--- config.mk ---
export PLATFORM = sky130hd
export DESIGN_NAME = delta_list_timer_queue_flat
export DESIGN_NICKNAME = d
export VERILOG_FILES = /design/src/hw/rtl/dlq_pkg.sv /design/src/hw/rtl/dlq_req_if.sv /design/src/hw/rtl/dlq_rsp_if.sv /design/src/hw/rtl/delta_list_timer_queue.sv /design/src/flat_wrapper.sv
export SDC_FILE = /design/constraint.sdc
export NUM_CORES = 1
export LEC_CHECK = 0
export ABC_CLOCK_PERIOD_IN_PS = 5900
export BUFFER_PORTS_ARGS = -buffer_cell sky130_fd_sc_hd__buf_2
export CORE_MARGIN = 1.5
export CORE_UTILIZATION = 55
export DETAILED_ROUTE_END_ITERATION = 6
export GPL_TIMING_DRIVEN = 0
export PLACE_DENSITY = 0.73
export SYNTH_ARGS = -nofsm -noshare
export SYNTH_HDL_FRONTEND = slang
export SYNTH_SLANG_ARGS = --single-unit
--- constraint.sdc ---
create_clock -name clk -period 5.9 [get_ports clk]
set_clock_uncertainty 0.15 [all_clocks]
set_input_delay 0.59 -clock clk [delete_from_list [all_inputs] [get_ports clk]]
set_output_delay 0.59 -clock clk [all_outputs]
set_load 0.05 [all_outputs]
--- src/hw/rtl/dlq_pkg.sv ---
package dlq_pkg;

  // Default list depth.
  localparam int DEPTH_DEF = 16;

  // Most results that one tick may fire.
  localparam int MAX_RESULTS = 16;
  localparam int NRES_W = $clog2(MAX_RESULTS + 1);

  // Field widths.
  localparam int ID_W = 8;
  localparam int DELAY_W = 16;
  localparam int KIND_W = 2;

  typedef logic [ID_W-1:0] id_t;
  typedef logic [DELAY_W-1:0] delay_t;
  typedef logic [KIND_W-1:0] kind_t;

  localparam delay_t DELAY_MAX = {DELAY_W{1'b1}};

  // Request types.
  localparam logic REQ_TICK = 1'b0;
  localparam logic REQ_ADD = 1'b1;

  // Result kinds.
  localparam kind_t KIND_NONE = 2'd0;
  localparam kind_t KIND_ACCEPT = 2'd1;
  localparam kind_t KIND_FIRED = 2'd2;
  localparam kind_t KIND_FULL = 2'd3;

endpackage

--- src/hw/rtl/dlq_req_if.sv ---
interface dlq_req_if import dlq_pkg::*; ();
  logic valid;
  logic ready;
  logic req_type;
  id_t event_id;
  delay_t delay;

  modport source(output valid, req_type, event_id, delay, input ready);
  modport sink(input valid, req_type, event_id, delay, output ready);
endinterface

--- src/hw/rtl/dlq_rsp_if.sv ---
interface dlq_rsp_if import dlq_pkg::*; ();
  logic valid;
  logic ready;
  kind_t kind;
  id_t fired_id;
  logic last;

  modport source(output valid, kind, fired_id, last, input ready);
  modport sink(input valid, kind, fired_id, last, output ready);
endinterface

--- src/hw/rtl/delta_list_timer_queue.sv ---
// An add walks over the stored deltas and then shifts the entries behind the insert
// point; the walk and the shift both go through the one memory port.
// Throughput: one request word at a time; the next is taken once the last result word
// of the current one sits in the output register.
// Reset (synchronous, active high) empties the list, clears the tick counter and drops
// any pending result word; no clearing pass is needed.
module delta_list_timer_queue import dlq_pkg::*; #(
  parameter int DEPTH = DEPTH_DEF
) (
  input logic clk,
  input logic rst,
  dlq_req_if.sink req,
  dlq_rsp_if.source rsp
);

  localparam int AW = $clog2(DEPTH);
  localparam int CW = $clog2(DEPTH + 1);
  localparam int SW = DELAY_W + CW + 2;
  localparam logic [CW-1:0] DEPTH_C = CW'(DEPTH);
  localparam logic signed [SW-1:0] SAT_HI = SW'(DELAY_MAX);

  // Sequencer states.
  localparam logic [3:0] ST_IDLE = 4'd0;
  localparam logic [3:0] ST_EMIT = 4'd1;
  localparam logic [3:0] ST_WALK = 4'd2;
  localparam logic [3:0] ST_CALC_NEW = 4'd3;
  localparam logic [3:0] ST_CALC_FOL = 4'd4;
  localparam logic [3:0] ST_SHIFT_PRIME = 4'd5;
  localparam logic [3:0] ST_SHIFT = 4'd6;
  localparam logic [3:0] ST_WR_FOL = 4'd7;
  localparam logic [3:0] ST_WR_NEW = 4'd8;
  localparam logic [3:0] ST_TICK = 4'd9;
  localparam logic [3:0] ST_POP = 4'd10;

  // Logical list index to physical slot of the circular buffer.
  function automatic logic [AW-1:0] phys(input logic [AW-1:0] h, input logic [CW-1:0] l);
    logic [CW:0] s;
    s = (CW+1)'(h) + (CW+1)'(l);
    if (s >= (CW+1)'(DEPTH)) begin
      s = s - (CW+1)'(DEPTH);
    end
    return s[AW-1:0];
  endfunction

  // Clamp a signed difference into the delta range.
  function automatic delay_t sat16(input logic signed [SW-1:0] x);
    delay_t r;
    if (x < 0) begin
      r = '0;
    end else if (x > SAT_HI) begin
      r = DELAY_MAX;
    end else begin
      r = x[DELAY_W-1:0];
    end
    return r;
  endfunction

  logic [3:0] state;
  logic [AW-1:0] head;
  logic [CW-1:0] count;
  delay_t tick;
  id_t req_id;
  delay_t req_dly;
  logic [CW-1:0] pos;
  logic signed [SW-1:0] sum;
  delay_t old_d;
  delay_t newd;
  delay_t fol;
  logic [CW-1:0] sh_dst;
  id_t cur_id;
  logic [NRES_W-1:0] nres;
  kind_t e_kind;
  id_t e_id;

  logic out_valid;
  kind_t out_kind;
  id_t out_id;
  logic out_last;

  // List storage.
  delay_t delta_mem [DEPTH];
  id_t id_mem [DEPTH];
  delay_t rd_delta;
  id_t rd_id;

  logic [CW-1:0] rd_log;
  logic [CW-1:0] wr_log;
  logic [AW-1:0] rd_addr;
  logic [AW-1:0] wr_addr;
  logic we_delta;
  logic we_id;
  delay_t wr_delta;
  id_t wr_id;

  logic slot_free;
  logic load_out;
  logic front;
  logic signed [SW-1:0] walk_sum;
  logic walk_go;
  logic signed [SW-1:0] dly_s;
  logic signed [SW-1:0] old_s;
  logic signed [SW-1:0] newd_s;
  logic signed [SW-1:0] elapsed_s;
  delay_t tick_inc;
  logic more;

  assign req.ready = (state == ST_IDLE);
  assign rsp.valid = out_valid;
  assign rsp.kind = out_kind;
  assign rsp.fired_id = out_id;
  assign rsp.last = out_last;

  assign slot_free = !out_valid || rsp.ready;
  assign load_out = slot_free && ((state == ST_EMIT) || (state == ST_POP));
  assign front = (pos == '0);

  // Shared add and compare for the walk.
  assign dly_s = signed'(SW'(req_dly));
  assign old_s = signed'(SW'(old_d));
  assign newd_s = signed'(SW'(newd));
  assign elapsed_s = front ? signed'(SW'(tick)) : '0;
  assign walk_sum = sum + signed'(SW'(rd_delta));
  assign walk_go = (pos < count) && (dly_s > walk_sum);

  assign tick_inc = (tick == DELAY_MAX) ? tick : tick + 1'b1;
  assign more = (count > CW'(1)) && (rd_delta == '0) &&
                ((NRES_W+1)'(nres) + 1'b1 < (NRES_W+1)'(MAX_RESULTS));

  // Read address for the next cycle's registered read.
  always_comb begin
    rd_log = '0;
    unique case (state)
      ST_WALK: rd_log = pos + 1'b1;
      ST_SHIFT_PRIME: rd_log = count - 1'b1;
      ST_SHIFT: rd_log = (sh_dst > pos + 1'b1) ? sh_dst - CW'(2) : '0;
      ST_TICK: rd_log = CW'(1);
      ST_POP: rd_log = slot_free ? CW'(2) : CW'(1);
      default: rd_log = '0;
    endcase
  end

  // Write port.
  always_comb begin
    we_delta = 1'b0;
    we_id = 1'b0;
    wr_log = pos;
    wr_delta = newd;
    wr_id = req_id;
    unique case (state)
      ST_SHIFT: begin
        we_delta = 1'b1;
        we_id = 1'b1;
        wr_log = sh_dst;
        wr_delta = rd_delta;
        wr_id = rd_id;
      end
      ST_WR_FOL: begin
        we_delta = 1'b1;
        wr_log = pos + 1'b1;
        wr_delta = fol;
      end
      ST_WR_NEW: begin
        we_delta = 1'b1;
        we_id = 1'b1;
      end
      default: begin
        we_delta = 1'b0;
      end
    endcase
  end

  assign rd_addr = phys(head, rd_log);
  assign wr_addr = phys(head, wr_log);

  // Delta and id memories.
  always_ff @(posedge clk) begin
    if (we_delta) begin
      delta_mem[wr_addr] <= wr_delta;
    end
    if (we_id) begin
      id_mem[wr_addr] <= wr_id;
    end
    rd_delta <= delta_mem[rd_addr];
    rd_id <= id_mem[rd_addr];
  end

  // Sequencer.
  always_ff @(posedge clk) begin
    if (rst) begin
      state <= ST_IDLE;
      head <= '0;
      count <= '0;
      tick <= '0;
      out_valid <= 1'b0;
    end else begin
      // The output register fills from the emit and pop states, else drains.
      if (load_out) begin
        out_valid <= 1'b1;
      end else if (rsp.ready) begin
        out_valid <= 1'b0;
      end
      unique case (state)
        ST_IDLE: begin
          if (req.valid) begin
            req_id <= req.event_id;
            req_dly <= req.delay;
            pos <= '0;
            sum <= -signed'(SW'(tick));
            nres <= '0;
            if (req.req_type == REQ_ADD) begin
              if (req.delay == '0) begin
                e_kind <= KIND_FIRED;
                e_id <= req.event_id;
                state <= ST_EMIT;
              end else if (count == DEPTH_C) begin
                e_kind <= KIND_FULL;
                e_id <= '0;
                state <= ST_EMIT;
              end else begin
                state <= ST_WALK;
              end
            end else if (count == '0) begin
              e_kind <= KIND_NONE;
              e_id <= '0;
              state <= ST_EMIT;
            end else begin
              state <= ST_TICK;
            end
          end
        end
        ST_EMIT: begin
          if (slot_free) begin
            out_kind <= e_kind;
            out_id <= e_id;
            out_last <= 1'b1;
            state <= ST_IDLE;
          end
        end
        // Find the first entry whose remaining time covers the new delay.
        ST_WALK: begin
          if (walk_go) begin
            sum <= walk_sum;
            pos <= pos + 1'b1;
          end else begin
            old_d <= rd_delta;
            state <= ST_CALC_NEW;
          end
        end
        ST_CALC_NEW: begin
          newd <= front ? req_dly : sat16(dly_s - sum);
          state <= ST_CALC_FOL;
        end
        ST_CALC_FOL: begin
          fol <= sat16(old_s - newd_s - elapsed_s);
          if (pos < count) begin
            sh_dst <= count;
            state <= ST_SHIFT_PRIME;
          end else begin
            state <= ST_WR_NEW;
          end
        end
        ST_SHIFT_PRIME: begin
          state <= ST_SHIFT;
        end
        // Move entries one place back, from the tail down to the insert point.
        ST_SHIFT: begin
          if (sh_dst == pos + 1'b1) begin
            state <= ST_WR_FOL;
          end else begin
            sh_dst <= sh_dst - 1'b1;
          end
        end
        ST_WR_FOL: begin
          state <= ST_WR_NEW;
        end
        ST_WR_NEW: begin
          count <= count + 1'b1;
          if (front) begin
            tick <= '0;
          end
          e_kind <= KIND_ACCEPT;
          e_id <= '0;
          state <= ST_EMIT;
        end
        // Advance the counter and check the front entry.
        ST_TICK: begin
          if (tick_inc < rd_delta) begin
            tick <= tick_inc;
            e_kind <= KIND_NONE;
            e_id <= '0;
            state <= ST_EMIT;
          end else begin
            tick <= '0;
            cur_id <= rd_id;
            state <= ST_POP;
          end
        end
        // Fire the front and its zero-delta followers, up to MAX_RESULTS per tick.
        ST_POP: begin
          if (slot_free) begin
            out_kind <= KIND_FIRED;
            out_id <= cur_id;
            out_last <= !more;
            head <= phys(head, CW'(1));
            count <= count - 1'b1;
            nres <= nres + 1'b1;
            cur_id <= rd_id;
            if (!more) begin
              state <= ST_IDLE;
            end
          end
        end
        default: begin
          state <= ST_IDLE;
        end
      endcase
    end
  end

endmodule

--- src/flat_wrapper.sv ---
// flat-port wrapper written by rule: the top's interface ports become plain ports
module delta_list_timer_queue_flat import dlq_pkg::*;
#(
  parameter int DEPTH = DEPTH_DEF
)
  (clk, rst, req_valid, req_req_type, req_event_id, req_delay, req_ready, rsp_valid, rsp_kind, rsp_fired_id, rsp_last, rsp_ready);
  dlq_req_if req_i ();
  dlq_rsp_if rsp_i ();
  input logic clk;
  input logic rst;
  input wire logic [$bits(req_i.valid)-1:0] req_valid;
  input wire logic [$bits(req_i.req_type)-1:0] req_req_type;
  input wire logic [$bits(req_i.event_id)-1:0] req_event_id;
  input wire logic [$bits(req_i.delay)-1:0] req_delay;
  output wire logic [$bits(req_i.ready)-1:0] req_ready;
  output wire logic [$bits(rsp_i.valid)-1:0] rsp_valid;
  output wire logic [$bits(rsp_i.kind)-1:0] rsp_kind;
  output wire logic [$bits(rsp_i.fired_id)-1:0] rsp_fired_id;
  output wire logic [$bits(rsp_i.last)-1:0] rsp_last;
  input wire logic [$bits(rsp_i.ready)-1:0] rsp_ready;
  assign req_i.valid = req_valid;
  assign req_i.req_type = req_req_type;
  assign req_i.event_id = req_event_id;
  assign req_i.delay = req_delay;
  assign req_ready = req_i.ready;
  assign rsp_valid = rsp_i.valid;
  assign rsp_kind = rsp_i.kind;
  assign rsp_fired_id = rsp_i.fired_id;
  assign rsp_last = rsp_i.last;
  assign rsp_i.ready = rsp_ready;
  delta_list_timer_queue #(.DEPTH(DEPTH)) u_core (.clk(clk), .rst(rst), .req(req_i), .rsp(rsp_i));
endmodule
==> flow_metrics.py <==
metrics = {
    "outcome": {
        "status": "finished, violations left",
        "violations": "design-rule violations",
    },
    "placement": {
        "port-buffer-count": 41,
        "place_hpwl_um": 48700,
        "pre_cts_ws_ns": -0.222,
        "place_congestion": 0.970,
        "place_area_um2": 28700,
        "place_inst": 2665,
    },
    "yosys": {
        "synthTopCellsByArea": "edfxtp_1 (57%), mux4_2 (9.9%), ha_1 (5.5%)",
        "synth_top_cell_area_share_pct": 57.5,
        "synth_edf_count": 523,
        "yosysUniqueCellTypes": 79,
        "synthArstFlopShare_pct": 0,
        "seq_area_frac_synth_pct": 61.4,
        "netlist_instances": 1939,
        "syn_area_um2": 27300,
        "syn_nets": 2095,
        "synth-seq-cells": 577,
        "syn_area_per_cell_um2": 14.1,
        "ys.flop_type": "edfxtp_1",
        "yosysWarnings": 0,
        "synth_top_cell_by_area": "edfxtp_1",
    },
    "clocking": {
        "clockBufferDepth": 3,
        "cts-root-buf": "clkbuf_16",
        "cts.sinks": 577,
        "cts_tree": "built",
        "clk_pin_slew_ns": 0.07,
        "cts_buffers": 56,
        "h-tree-depth": 2,
        "clock_latency_ns": 0.63,
    },
    "drt": {
        "routedWlPerCell_um": 25.2,
        "via_per_inst": 6.27,
        "vias": 17400,
        "drcViolationCount": 3,
        "first_pass_iters": 7,
        "routed_wl_um": 70100,
        "drt_iter0_markers": 1856,
        "drtAntennaViolNets": 0,
    },
    "power_and_ir_drop": {
        "power.switching_mw": 2.92,
        "pwr-share-seq_pct": 45.5,
        "p_sw_share_pct": 27.8,
        "finalPower_mw": 10.5,
        "p_per_area_nw_per_um2": 341,
        "internal_power_mw": 7.58,
        "clkPwrFrac_pct": 35.5,
        "p_comb_share_pct": 19.0,
        "ir_drop_mv": 0.508,
        "power_leakage_nw": 10.8,
    },
    "sta": {
        "rsz0062_at_grt": "false",
        "fin_crit_sh_pct": 95.9,
        "fmax_ghz": 0.177,
        "holdWs_ns": 0.0358,
        "post-route-min-period_ns": 5.66,
        "drv_slew": 0,
        "finalSetupTns_ns": 0,
        "worst_slew_pin_slew_ns": 1.22,
        "setup_viol": 0,
        "hold_violations": 0,
        "relSlewSlack_pct": 17.7,
        "setup_slack_ns": 0.244,
    },
    "job": {
        "drv_cap": 0,
    },
    "floorplan": {
        "dieArea_um2": 51000,
        "initial_core_util_pct": 55.8,
        "die_h_um": 226,
        "core_um2": 49000,
        "rows": 81,
        "die_w_um": 226,
        "io_pins": 42,
    },
    "worst_setup_path": {
        "critPathArrivalTime_ns": 5.97,
        "cp-start-kind": "register",
        "r2r_cells": 15,
        "cp.required_ns": 6.21,
        "crit_top_cell": "ha_1",
        "cpPeakStageDelay_ns": 0.54,
        "crit_type": "register to register",
        "endpoint_kind": "register",
        "crit_chain": "ha_1 -> nand3_1 -> xor2_1 -> ha_1 -> nand3_1 -> o21ai_0 -> a21o_1 -> o21ai_0 -> ha_1 -> fa_1 -> clkbuf_1 -> clkbuf_2 -> clkbuf_1 -> mux4_2 -> mux4_2",
        "cpMaxStageDelayCell": "clkbuf_1",
        "crit_path_max_fanout": 10,
    },
    "final_layout": {
        "fin_area_um2": 30800,
        "final_core_util_pct": 62.9,
        "drive_above_1_share_pct": 15.7,
        "area_growth_pct": 12.8,
        "insertedDiodeCount": 0,
        "final_nets": 2226,
        "final_cells": 2776,
    },
    "global_routing": {
        "overflow": 0,
        "grt_pass1_wl_um": 105000,
        "first_global_vias": 17500,
        "grt_usage_pct": 27.9,
        "grt_max_degree": 29,
        "antenna_found_initial": 0,
    },
    "hold_path": {
        "hold_class": "primary input to register",
        "hold_depth": 1,
    },
}
[per-layer routing]
layer | GRT usage (%) | vias to the layer above | wire [um]
li1 | - | 7692 | -
met1 | 36.3 | 8748 | 27800
met2 | 47.1 | 806 | 34700
met3 | 4.45 | 155 | 4950
met4 | 11.3 | 0 | 2610
met5 | 0 | - | 0
[final cells by class]
cell class,instances,area (um^2)
multi-input combinational,1173,9910
buffer,79,335
sequential,577,16800
timing repair buffer,73,613
tap,664,831
clock inverter,22,364
clock buffer,78,1560
inverter,110,413
fill,3515,18100
[kinds of logic (layout without fill, tap and decap cells)]
group	after synthesis	in the layout	synth area share (%)
DFF	577	577	61.4
and+or+nand+nor	486	486	8.33
AOI/OAI and AO/OA	330	330	8.11
buffers and inverters	189	362	2.67
adders and majority gates	128	128	6.02
muxes	126	126	10.1
xor gates and xnor gates	103	103	3.30
[cell usage after synthesis (all sizes together), types with 13 or more instances]
cell and instances:
xor2 40, nand3 38, nor2 142, clkbuf 67
a21oi 105, nand2b 17, a222oi 16, xnor2 63
mux4 120, inv 110, o21ai 64, dfxtp 54
nor2b 22, a221o 16, o21a 13, nor4 21
nand2 155, and2 15, a21o 30, nor3 29
nand4 13, ha 121, edfxtp 523, a22oi 14
[placed cells by master (no fill, tap or decap), types with 45 or more instances in the layout]
cell type / count
xnor2_1: 62
buf_2: 45
nor2_1: 125
nand2_1: 155
inv_1: 110
clkbuf_1: 72
dfxtp_1: 54
mux4_2: 120
ha_1: 121
clkbuf_16: 57
o21ai_0: 62
a21oi_1: 104
edfxtp_1: 523
[flip-flops by register name (all words and copies together) (netlist names), 5 cells and up]
| name | flops |
|---|---|
| u_core.delta_mem | 256 |
| u_core.id_mem | 128 |
| u_core.sum | 23 |
| u_core.fol | 16 |
| u_core.newd | 16 |
| u_core.old_d | 16 |
| u_core.rd_delta | 16 |
| u_core.req_dly | 16 |
| u_core.tick | 16 |
| u_core.cur_id | 8 |
| u_core.e_id | 8 |
| u_core.rd_id | 8 |
| u_core.req_id | 8 |
| u_core.rsp.fired_id | 8 |
| u_core.count | 5 |
| u_core.nres | 5 |
| u_core.pos | 5 |
| u_core.sh_dst | 5 |
[repair_timing]
item / in CTS / in global routing
setup endpoints to repair: 49 / 73
resized for setup: 7 / 16
hold endpoints to repair: 11 / 0
hold buffers: 11 / 0
setup buffers: 0 / 0
[power groups by stage]
stage | clock network [mW] | registers, mW | logic (mW)
2_1_floorplan | 0 | 4.80 | 1.39
6_report | 3.73 | 4.78 | 1.99
4_1_cts | 3.76 | 4.78 | 1.96
5_1_grt | 3.90 | 4.79 | 2.16
3_3_place_gp | 0 | 4.86 | 1.86
3_5_place_dp | 0 | 4.86 | 1.92
[critical path: cells and delay by family, from the launching register on]
kind            cells  cell delay (ns)
fa+ha+maj           4             1.41
buf+inv             3             1.23
mux                 2             0.94
compound gates      3             0.84
flops               1             0.53
xor+xnor            1             0.20
simple gates        2             0.18
[final timing paths]
check,from,to,slack [ns]
max,u_core.pos[0]$_SDFFCE_PN0P_,u_core.rd_delta[7]$_DFF_P_,0.24
max reg2reg,u_core.pos[0]$_SDFFCE_PN0P_,u_core.rd_delta[7]$_DFF_P_,0.24
min reg2reg,u_core.rd_id[7]$_DFF_P_,u_core.cur_id[7]$_DFFE_PP_,0.31
min,req_delay[7],u_core.req_dly[7]$_DFFE_PP_,0.04
Note: power is estimated with default switching activity, not from simulation.
